===== config.mk =====
export PLATFORM = sky130hd
export DESIGN_NAME = serial_valve_command_decoder_core
export DESIGN_NICKNAME = d
export VERILOG_FILES = /design/src/rtl/core/svcd_pkg.sv /design/src/rtl/core/serial_valve_command_decoder_core.sv /design/src/rtl/core/svcd_field_parser.sv
export SDC_FILE = /design/constraint.sdc
export NUM_CORES = 1
export LEC_CHECK = 0
export BUFFER_PORTS_ARGS = -buffer_cell sky130_fd_sc_hd__buf_2
export CAP_MARGIN = 20
export CORE_ASPECT_RATIO = 0.75
export CORE_MARGIN = 4
export CORE_UTILIZATION = 59
export CTS_CLUSTER_DIAMETER = 120
export DETAILED_ROUTE_END_ITERATION = 6
export GPL_ROUTABILITY_DRIVEN = 0
export PLACE_DENSITY = 0.8
export SETUP_SLACK_MARGIN = 0.5
export SYNTH_ARGS = -nofsm -noshare
export SYNTH_HDL_FRONTEND = slang
export SYNTH_HIERARCHICAL = 1
export SYNTH_SLANG_ARGS = --single-unit
export TNS_END_PERCENT = 50

===== constraint.sdc =====
create_clock -name clk -period 3.45 [get_ports clk]
set_input_delay 0.5175 -clock clk [delete_from_list [all_inputs] [get_ports clk]]
set_output_delay 0.5175 -clock clk [all_outputs]
set_load 0.01 [all_outputs]

===== src/rtl/core/svcd_pkg.sv =====
// Package: types and constants of the serial valve command decoder
package svcd_pkg;

    localparam int NUM_OUTPUTS_DEF = 12;
    localparam int LINE_MAX_DEF    = 32;

    localparam int BYTE_W  = 8;
    localparam int COUNT_W = 6;
    localparam int PORT_W  = 5;
    localparam int DIGIT_W = 4;
    localparam int BITS_W  = 12;
    localparam int LEVEL_W = 16;
    localparam int OUT_W   = 24;

    localparam logic [PORT_W-1:0] PORT_SAT = 5'd31;

    localparam logic [BYTE_W-1:0] CH_NUL   = 8'h00;
    localparam logic [BYTE_W-1:0] CH_LF    = 8'h0A;
    localparam logic [BYTE_W-1:0] CH_CR    = 8'h0D;
    localparam logic [BYTE_W-1:0] CH_P     = 8'h50;
    localparam logic [BYTE_W-1:0] CH_S     = 8'h53;
    localparam logic [BYTE_W-1:0] CH_PLUS  = 8'h2B;
    localparam logic [BYTE_W-1:0] CH_MINUS = 8'h2D;
    localparam logic [BYTE_W-1:0] CH_ZERO  = 8'h30;
    localparam logic [BYTE_W-1:0] CH_NINE  = 8'h39;
    localparam logic [BYTE_W-1:0] CH_SPACE = 8'h20;
    localparam logic [BYTE_W-1:0] CH_TAB   = 8'h09;
    localparam logic [BYTE_W-1:0] CH_VT    = 8'h0B;
    localparam logic [BYTE_W-1:0] CH_FF    = 8'h0C;

    typedef enum logic [1:0] {
        PH_WAIT,
        PH_LEAD,
        PH_DIGITS,
        PH_DONE
    } phase_t;

    typedef struct packed {
        phase_t               phase;
        logic                 neg;
        logic                 digit;
        logic [DIGIT_W-1:0]   dval;
    } parse_t;

endpackage


===== src/rtl/core/serial_valve_command_decoder_core.sv =====
// Top level: serial valve command decoder, one received byte per transaction
//
// Slave channel (s_tvalid/s_tready/s_tdata) takes one ASCII byte per
// transaction. Lines such as "P5S1" end with LF or CR; each terminator
// yields one master transaction (m_tvalid/m_tready/m_tdata) carrying
// command_applied, port_number, port_level and the 12 visible valve bits.
// Other bytes only update the line parsers and give no transaction.
// A byte passes an input register, then the parsers and the valve update
// act on it and the result lands in the output register.
// Throughput is one byte per cycle; the input register is the only place a
// byte waits, so a terminator blocks only while a previous result is still
// held by a stalled receiver. Non-terminator bytes keep flowing then.
// Lines longer than LINE_MAX-1 bytes are dropped and parsing restarts.
// Reset clears the valve levels, the line state and both valid flags.
module serial_valve_command_decoder_core
    import svcd_pkg::*;
#(
    parameter int NUM_OUTPUTS = NUM_OUTPUTS_DEF,
    parameter int LINE_MAX    = LINE_MAX_DEF
)
(
    input  logic                clk,
    input  logic                rst_n,
    input  logic                s_tvalid,
    output logic                s_tready,
    input  logic [BYTE_W-1:0]   s_tdata,   // [7:0] rx_byte
    output logic                m_tvalid,
    input  logic                m_tready,
    output logic [OUT_W-1:0]    m_tdata    // [0] command_applied, [4:1] port_number,
                                           // [5] port_level, [17:6] output_bits, [23:18] zero
);

    localparam logic [PORT_W-1:0]  NUM_OUT_V  = PORT_W'(NUM_OUTPUTS);
    localparam logic [COUNT_W-1:0] COUNT_LAST = COUNT_W'(LINE_MAX - 1);

    logic                   in_valid_reg, in_valid_next;
    logic [BYTE_W-1:0]      in_byte_reg, in_byte_next;
    logic                   out_valid_reg, out_valid_next;
    logic [OUT_W-1:0]       out_data_reg, out_data_next;

    logic [NUM_OUTPUTS-1:0] levels_reg, levels_next;
    logic [COUNT_W-1:0]     count_reg, count_next;
    logic                   nul_reg, nul_next;
    phase_t                 port_phase_reg, port_phase_next;
    logic [PORT_W-1:0]      port_val_reg, port_val_next;
    logic                   port_neg_reg, port_neg_next;
    phase_t                 lvl_phase_reg, lvl_phase_next;
    logic                   lvl_nz_reg, lvl_nz_next;

    parse_t                 port_step;
    parse_t                 lvl_step;

    logic                   is_term;
    logic                   advance;
    logic                   have_both;
    logic                   in_range;
    logic                   apply;
    logic [NUM_OUTPUTS-1:0] bit_mask;
    logic [8:0]             port_acc;
    logic [LEVEL_W-1:0]     levels_wide;

    svcd_field_parser u_port_parser
    (
        .phase   (port_phase_reg),
        .char_in (in_byte_reg),
        .marker  (CH_P),
        .step    (port_step)
    );

    svcd_field_parser u_level_parser
    (
        .phase   (lvl_phase_reg),
        .char_in (in_byte_reg),
        .marker  (CH_S),
        .step    (lvl_step)
    );

    assign is_term  = (in_byte_reg == CH_LF) || (in_byte_reg == CH_CR);
    assign advance  = in_valid_reg && (!is_term || !out_valid_reg || m_tready);
    assign s_tready = !in_valid_reg || advance;
    assign m_tvalid = out_valid_reg;
    assign m_tdata  = out_data_reg;

    assign have_both = (port_phase_reg != PH_WAIT) && (lvl_phase_reg != PH_WAIT);
    assign in_range  = (port_val_reg < NUM_OUT_V) &&
                       !(port_neg_reg && (port_val_reg != '0));
    assign apply     = have_both && in_range;
    assign bit_mask  = NUM_OUTPUTS'(1) << port_val_reg[DIGIT_W-1:0];
    // val*10 + digit as two shifted adds
    assign port_acc  = {1'b0, port_val_reg, 3'b000} + {3'b000, port_val_reg, 1'b0}
                     + {5'b00000, port_step.dval};

    always_comb
    begin
        in_valid_next = in_valid_reg;
        in_byte_next  = in_byte_reg;
        if (s_tready)
        begin
            in_valid_next = s_tvalid;
            if (s_tvalid)
            begin
                in_byte_next = s_tdata;
            end
        end
    end

    always_comb
    begin
        levels_next     = levels_reg;
        count_next      = count_reg;
        nul_next        = nul_reg;
        port_phase_next = port_phase_reg;
        port_val_next   = port_val_reg;
        port_neg_next   = port_neg_reg;
        lvl_phase_next  = lvl_phase_reg;
        lvl_nz_next     = lvl_nz_reg;
        out_valid_next  = out_valid_reg && !m_tready;
        out_data_next   = out_data_reg;
        levels_wide     = '0;

        if (advance)
        begin
            if (is_term || (count_reg >= COUNT_LAST))
            begin
                // start a fresh line
                count_next      = '0;
                nul_next        = 1'b0;
                port_phase_next = PH_WAIT;
                port_val_next   = '0;
                port_neg_next   = 1'b0;
                lvl_phase_next  = PH_WAIT;
                lvl_nz_next     = 1'b0;
            end
            else
            begin
                count_next = count_reg + COUNT_W'(1);
                if (!nul_reg)
                begin
                    if (in_byte_reg == CH_NUL)
                    begin
                        nul_next = 1'b1;
                    end
                    else
                    begin
                        port_phase_next = port_step.phase;
                        lvl_phase_next  = lvl_step.phase;
                        if (port_step.neg)
                        begin
                            port_neg_next = 1'b1;
                        end
                        if (port_step.digit)
                        begin
                            port_val_next = (port_acc > 9'(PORT_SAT)) ? PORT_SAT
                                                                      : port_acc[PORT_W-1:0];
                        end
                        if (lvl_step.digit && (lvl_step.dval != '0))
                        begin
                            lvl_nz_next = 1'b1;
                        end
                    end
                end
            end

            if (is_term)
            begin
                if (apply)
                begin
                    levels_next = lvl_nz_reg ? (levels_reg | bit_mask)
                                             : (levels_reg & ~bit_mask);
                end
                levels_wide    = LEVEL_W'(levels_next);
                out_valid_next = 1'b1;
                out_data_next  = {6'b000000,
                                  levels_wide[BITS_W-1:0],
                                  apply && lvl_nz_reg,
                                  apply ? port_val_reg[DIGIT_W-1:0] : 4'd0,
                                  apply};
            end
        end
    end

    always_ff @(posedge clk or negedge rst_n)
    begin
        if (!rst_n)
        begin
            in_valid_reg   <= 1'b0;
            out_valid_reg  <= 1'b0;
            levels_reg     <= '0;
            count_reg      <= '0;
            nul_reg        <= 1'b0;
            port_phase_reg <= PH_WAIT;
            port_val_reg   <= '0;
            port_neg_reg   <= 1'b0;
            lvl_phase_reg  <= PH_WAIT;
            lvl_nz_reg     <= 1'b0;
        end
        else
        begin
            in_valid_reg   <= in_valid_next;
            out_valid_reg  <= out_valid_next;
            levels_reg     <= levels_next;
            count_reg      <= count_next;
            nul_reg        <= nul_next;
            port_phase_reg <= port_phase_next;
            port_val_reg   <= port_val_next;
            port_neg_reg   <= port_neg_next;
            lvl_phase_reg  <= lvl_phase_next;
            lvl_nz_reg     <= lvl_nz_next;
        end
    end

    always_ff @(posedge clk)
    begin
        in_byte_reg  <= in_byte_next;
        out_data_reg <= out_data_next;
    end

endmodule


===== src/rtl/core/svcd_field_parser.sv =====
// Field parser: advances one marker/sign/digit scanner by one character
module svcd_field_parser
    import svcd_pkg::*;
(
    input  phase_t              phase,
    input  logic [BYTE_W-1:0]   char_in,
    input  logic [BYTE_W-1:0]   marker,
    output parse_t              step
);

    logic is_blank;
    logic is_sign;
    logic is_digit;

    assign is_blank = char_in inside {CH_SPACE, CH_TAB, CH_VT, CH_FF};
    assign is_sign  = char_in inside {CH_PLUS, CH_MINUS};
    assign is_digit = char_in inside {[CH_ZERO:CH_NINE]};

    always_comb
    begin
        step.phase = PH_DONE;
        step.neg   = 1'b0;
        step.digit = 1'b0;
        step.dval  = char_in[DIGIT_W-1:0];
        case (phase)
            PH_WAIT:
            begin
                step.phase = (char_in == marker) ? PH_LEAD : PH_WAIT;
            end
            PH_LEAD:
            begin
                if (is_blank)
                begin
                    step.phase = PH_LEAD;
                end
                else if (is_sign)
                begin
                    step.phase = PH_DIGITS;
                    step.neg   = (char_in == CH_MINUS);
                end
                else if (is_digit)
                begin
                    step.phase = PH_DIGITS;
                    step.digit = 1'b1;
                end
            end
            PH_DIGITS:
            begin
                if (is_digit)
                begin
                    step.phase = PH_DIGITS;
                    step.digit = 1'b1;
                end
            end
            default:
            begin
                step.phase = PH_DONE;
            end
        endcase
    end

endmodule


After elaboration in Yosys (flattened, before gate mapping)
Cells that the tools add are included.
{"block": "word_totals", "reg_bits": 58, "input_bits": 12, "out_inout_bits": 26, "wordCells": 119}
{"block": "classes", "addsub": 3, "order_cmp": 5, "eq_ne": 16, "shift": 1, "n_mux": 41, "bitwise": 3, "reduce_logical": 37}
{"operator": "equality test 8 x 4 -> 1 bit (second input constant)", "n": 5}
{"operator": "two-way mux 5 bit", "n": 5}
{"operator": "equality test 8 x 6 -> 1 bit (second input constant)", "n": 3}
{"operator": "two-way mux 12 bit", "n": 2}
{"operator": "two-way mux 1 bit", "n": 20}
{"operator": "two-way mux 2 bit", "n": 9}
{"operator": "equality test 8 x 7 -> 1 bit (second input constant)", "n": 2}
{"operator": "bitwise AND 12 bit", "n": 1}
{"operator": "inverter 12 bit", "n": 1}
{"operator": "bitwise OR 12 bit", "n": 1}
{"operator": "case mux 2 bit (3 select lines)", "n": 2}
{"operator": "AND reduction 4 bit", "n": 3}
{"operator": "nonzero test 2 bit", "n": 6}
{"operator": "<< shifter 1 x 4 -> 12 bit (first input constant)", "n": 1}
{"operator": "adder 8 x 6 -> 9 bit", "n": 1}
{"operator": "adder 9 x 4 -> 9 bit", "n": 1}
{"operator": "> comparator 9 x 5 -> 1 bit (second input constant)", "n": 1}
{"operator": "logical AND 1 bit", "n": 9}
{"operator": "greater-or-equal comparator 8 x 6 -> 1 bit (second input constant)", "n": 1}
{"operator": "<= comparator 8 x 6 -> 1 bit (second input constant)", "n": 1}
{"operator": "logical NOT 8 bit", "n": 1}
{"operator": "nonzero test 4 bit", "n": 2}
{"operator": "adder 6 x 1 -> 6 bit (second input constant)", "n": 1}
{"operator": "greater-or-equal comparator 6 x 5 -> 1 bit (second input constant)", "n": 1}
{"operator": "13 further kinds", "n": 26}

Longest topological paths before layout
{"block": "logic_depth", "ltp_word": 11, "ltp_mapped": 9, "depth_no_buf": 9}

By module
Netlist, hierarchy kept.
{"mod": "serial_valve_command_decoder_core", "instances": 1, "cells_per_inst": 238, "area_per_inst_um2": 2977.9, "seq_area_each_um2": 1581.5}
{"mod": "svcd_field_parser (u_level_parser)", "instances": 1, "cells_per_inst": 40, "area_per_inst_um2": 334.1, "seq_area_each_um2": 0.0}
{"mod": "svcd_field_parser (u_port_parser)", "instances": 1, "cells_per_inst": 40, "area_per_inst_um2": 330.3, "seq_area_each_um2": 0.0}

Worst setup path after synthesis
Ideal clock, no wire load.
{"block": "synth_timing", "path_type": "register to register", "startpoint": "reg in_byte_reg[3]", "endpoint": "reg port_val_reg[3]", "arrival_ps": 2439, "required_time_ps": 3328, "path_slack_ps": 889, "path_stages_with_launch": 10, "cell_sequence": "edfxtp_1 > buf_4 > inv_1 > fa_1 > inv_1 > ha_1 > a211o_1 > o211ai_1 > nand3_1 > a32o_1"}
{"block": "synth_between", "elab_chain_len": 8}
{"element": "from (decl)", "line": "serial_valve_command_decoder_core.sv:37", "text": "logic [BYTE_W-1:0] in_byte_reg, in_byte_next;"}
{"element": "from (signal assigned)", "line": "serial_valve_command_decoder_core.sv:214", "text": "in_byte_reg <= in_byte_next;"}
{"element": "parallel branches: the longest is 8 deep, another holds adder 9 x 4 -> 9 bit"}
{"element": "to (signal assigned)", "line": "serial_valve_command_decoder_core.sv:205", "text": "port_val_reg <= port_val_next;"}
{"element": "to (decl)", "line": "serial_valve_command_decoder_core.sv:45", "text": "logic [PORT_W-1:0] port_val_reg, port_val_next;"}
Several ways; the timed one is not identified. The select of a mux whose other input is x is not followed.
A chain may end at the register's enable or synchronous reset.

Worst setup path after layout
{"block": "layout_timing", "startpoint": "reg in_byte_reg[1]", "endpoint": "out s_tready"}
{"block": "layout_between", "elab_chain_len": 7}
{"element": "equality test 8 x 4 -> 1 bit", "line": "serial_valve_command_decoder_core.sv:78", "text": "assign is_term = (in_byte_reg == CH_LF) || (in_byte_reg == CH_CR);"}
{"element": "logical OR 1 bit (*)", "line": "serial_valve_command_decoder_core.sv:78"}
{"element": "logical NOT 1 bit (*)", "line": "serial_valve_command_decoder_core.sv:79", "text": "assign advance = in_valid_reg && (!is_term || !out_valid_reg || m_tready);"}
{"element": "logical OR 1 bit (*) (2 in series)", "line": "serial_valve_command_decoder_core.sv:79"}
{"element": "logical AND 1 bit (*)", "line": "serial_valve_command_decoder_core.sv:79"}
{"element": "logical OR 1 bit (*)", "line": "serial_valve_command_decoder_core.sv:80", "text": "assign s_tready = !in_valid_reg || advance;"}
{"element": "to (decl)", "line": "serial_valve_command_decoder_core.sv:25", "text": "output logic s_tready,"}
Mark *: on every way between the ends. The rest lies on a longest branch, timed or not.

==> flow_summary_export.csv <==
group,metric,value,unit
timing,max_slew_margin,51.6,%
timing,rsz0062_at_grt,"no",
clock_tree,root_buffer,"clkbuf_8",
timing,fmax,374,MHz
clock_tree,ctsHoldBuffers,0,
grt,top_usage_layer,"met2",
pwr,power_density,581,mW/mm^2
yosys,synth_area,0.00363,mm^2
clock_tree,clkSlewWorstSetupHoldPaths,0.06,ns
grt,grt_max_degree,33,
die,start_util,61.7,%
setup_path,ff2ff_path_depth,8,
cells_and_area,drive_gt1_share,24.7,%
grt,gr-usage-met2,28.9,%
setup_path,worst-r2r-setup-slack,0.83,ns
timing,fin_crit,2.68,ns
clock_tree,cts.htree.levels,3,
grt,gr-usage-all-layers,19.6,%
grt,overflow,0,
timing,worstMarginPinSlew,0.726,ns
yosys,synthCells,316,
yosys,yosysWarnings,6,
setup_path,critPathKind,"reg2out",
clock_tree,cts_tree,"yes",
timing,slew_violations,0,
timing,fin_skew,0.00924,ns
setup_path,cp_cell_sequence,"nor3b_1, o211a_1, nand3_1, buf_2",
route,post_drt_wl_per_cell,16.0,um
die,die_area,0.00749,mm^2
grt,antenna_found_initial,0,
setup_path,crit_path_top_delay_cell,"edfxtp_1",
cells_and_area,nets,389,
timing,tns,0,ns
cells_and_area,syn2layout_area_growth,10.1,%
setup_path,worstPathRequired,2.93,ns
setup_path,critPathCaptureType,"primary output",
pwr,power.leakage,0.00180,uW
timing,setup_violations,0,
die,core_area,0.00589,mm^2
setup_path,startpoint_type,"flip-flop",
placed_design,port_buffers,31,
run,cap_violations,0,
route,drt-initial-drc-count,149,
route,drtAntennaViolNets,0,
grt,grt_pass1_wl,11700,um
route,via_per_inst,5.88,
worst_hold_path,min_path_type,"in2async",
grt,grt_use_met3,5.23,%
die,pin_count,38,
timing,hold_viol_final,0,
clock_tree,cts_resized,0,
setup_path,r2r_start,"port_val_reg[0]",
setup_path,slowest_delay,0.70,ns
route,wl,7010,um
cells_and_area,design_area,0.00400,mm^2
timing,min_period_over_period,77.6,%
pwr,vdd_drop_max,0.302,mV
grt,grt_use_met1,28.0,%
pwr,p_total,2320,uW
clock_tree,cts_buffers,9,
placed_design,place_area,0.00382,mm^2
route,first_pass_iters,4,
die,die_h,76.0,um
clock_tree,clockBufferDepth,2,
grt,grt_pass1_vias,2454,
yosys,avgSynthCellArea,11.5,um^2
setup_path,worst-path-max-fanout,15,
cells_and_area,antenna_cells,0,
clock_tree,post_cts_buffers,0,
placed_design,dpl.hpwl,5090,um
setup_path,rr_endpoint,"port_val_reg[3]",
cells_and_area,finish.utilization,68.0,%
die,rows,24,
route,drc,0,
cells_and_area,largest_register_ffs,18,
die,die_w,98.6,um
outcome,status,"completed",
clock_tree,cts_sinks,58,
route,num_vias,2580,
clock_tree,clk_latency,0.34,ns
setup_path,crit_arrival,2.16,ns
worst max-delay path: cells and delay by family, from the launching register on:
family	cells	cell delay (ns)
and+or+nand+nor	2	0.61
DFF	1	0.70
AOI/OAI and AO/OA	1	0.31
buffers and inverters	1	0.19
cells in the final DEF (no fill, tap or decap), types with 4 or more instances in the layout:
cell,n
a22o_1,5
xor2_1,6
a21oi_1,13
inv_1,14
and3_1,7
nor3_1,5
mux2_2,24
nand4_1,8
and2_1,5
nor2_1,6
nand3_1,12
nor2b_1,4
nand2b_1,8
nor4_1,6
edfxtp_1,26
xnor2_1,12
dfrtp_1,32
buf_2,31
o2bb2ai_1,4
nand2_1,9
nor3b_1,4
conb_1,22
clkbuf_8,9
ha_1,18
metal layers:
layer	routed length [um]	vias up
li1	-	1246
met1	3340	1257
met2	3180	68
met3	405	9
met4	87	0
met5	0	-
stage by stage:
stage / std cells / setup slack, ns / hold slack (ns)
after detailed placement: 424 / 0.860 / 0.491
after global placement: 424 / 0.932 / 0.482
after CTS: 439 / 0.762 / 0.253
after global routing: 439 / 0.620 / 0.283
final: 439 / 0.773 / 0.235
after floorplan: 336 / 0.889 / 0.222
layout make-up:
class | count | area, um^2
clock inverter | 4 | 43.8
clock buffer | 11 | 131
timing repair buffer | 34 | 178
fill | 485 | 1890
multi-input combinational | 240 | 1920
tap | 78 | 97.6
sequential | 58 | 1580
inverter | 14 | 52.6
worst max-delay path by stage:
stage,start,endpoint,slack (ns),depth (start not counted)
4_1_cts,in_byte_reg[1],s_tready,0.76,4
3_5_place_dp,port_val_reg[0],port_val_reg[3],0.86,8
3_3_place_gp,port_val_reg[0],port_val_reg[3],0.93,8
5_1_grt,in_byte_reg[1],s_tready,0.62,4
2_1_floorplan,in_byte_reg[3],port_val_reg[3],0.89,9
6_report,in_byte_reg[1],s_tready,0.77,4
power breakdown:
part           total, uW  internal, uW  switching [uW]
Sequential           980           807             172
Combinational        772           353             419
Clock                571           324             247
Note: power is estimated with default switching activity, not from simulation.
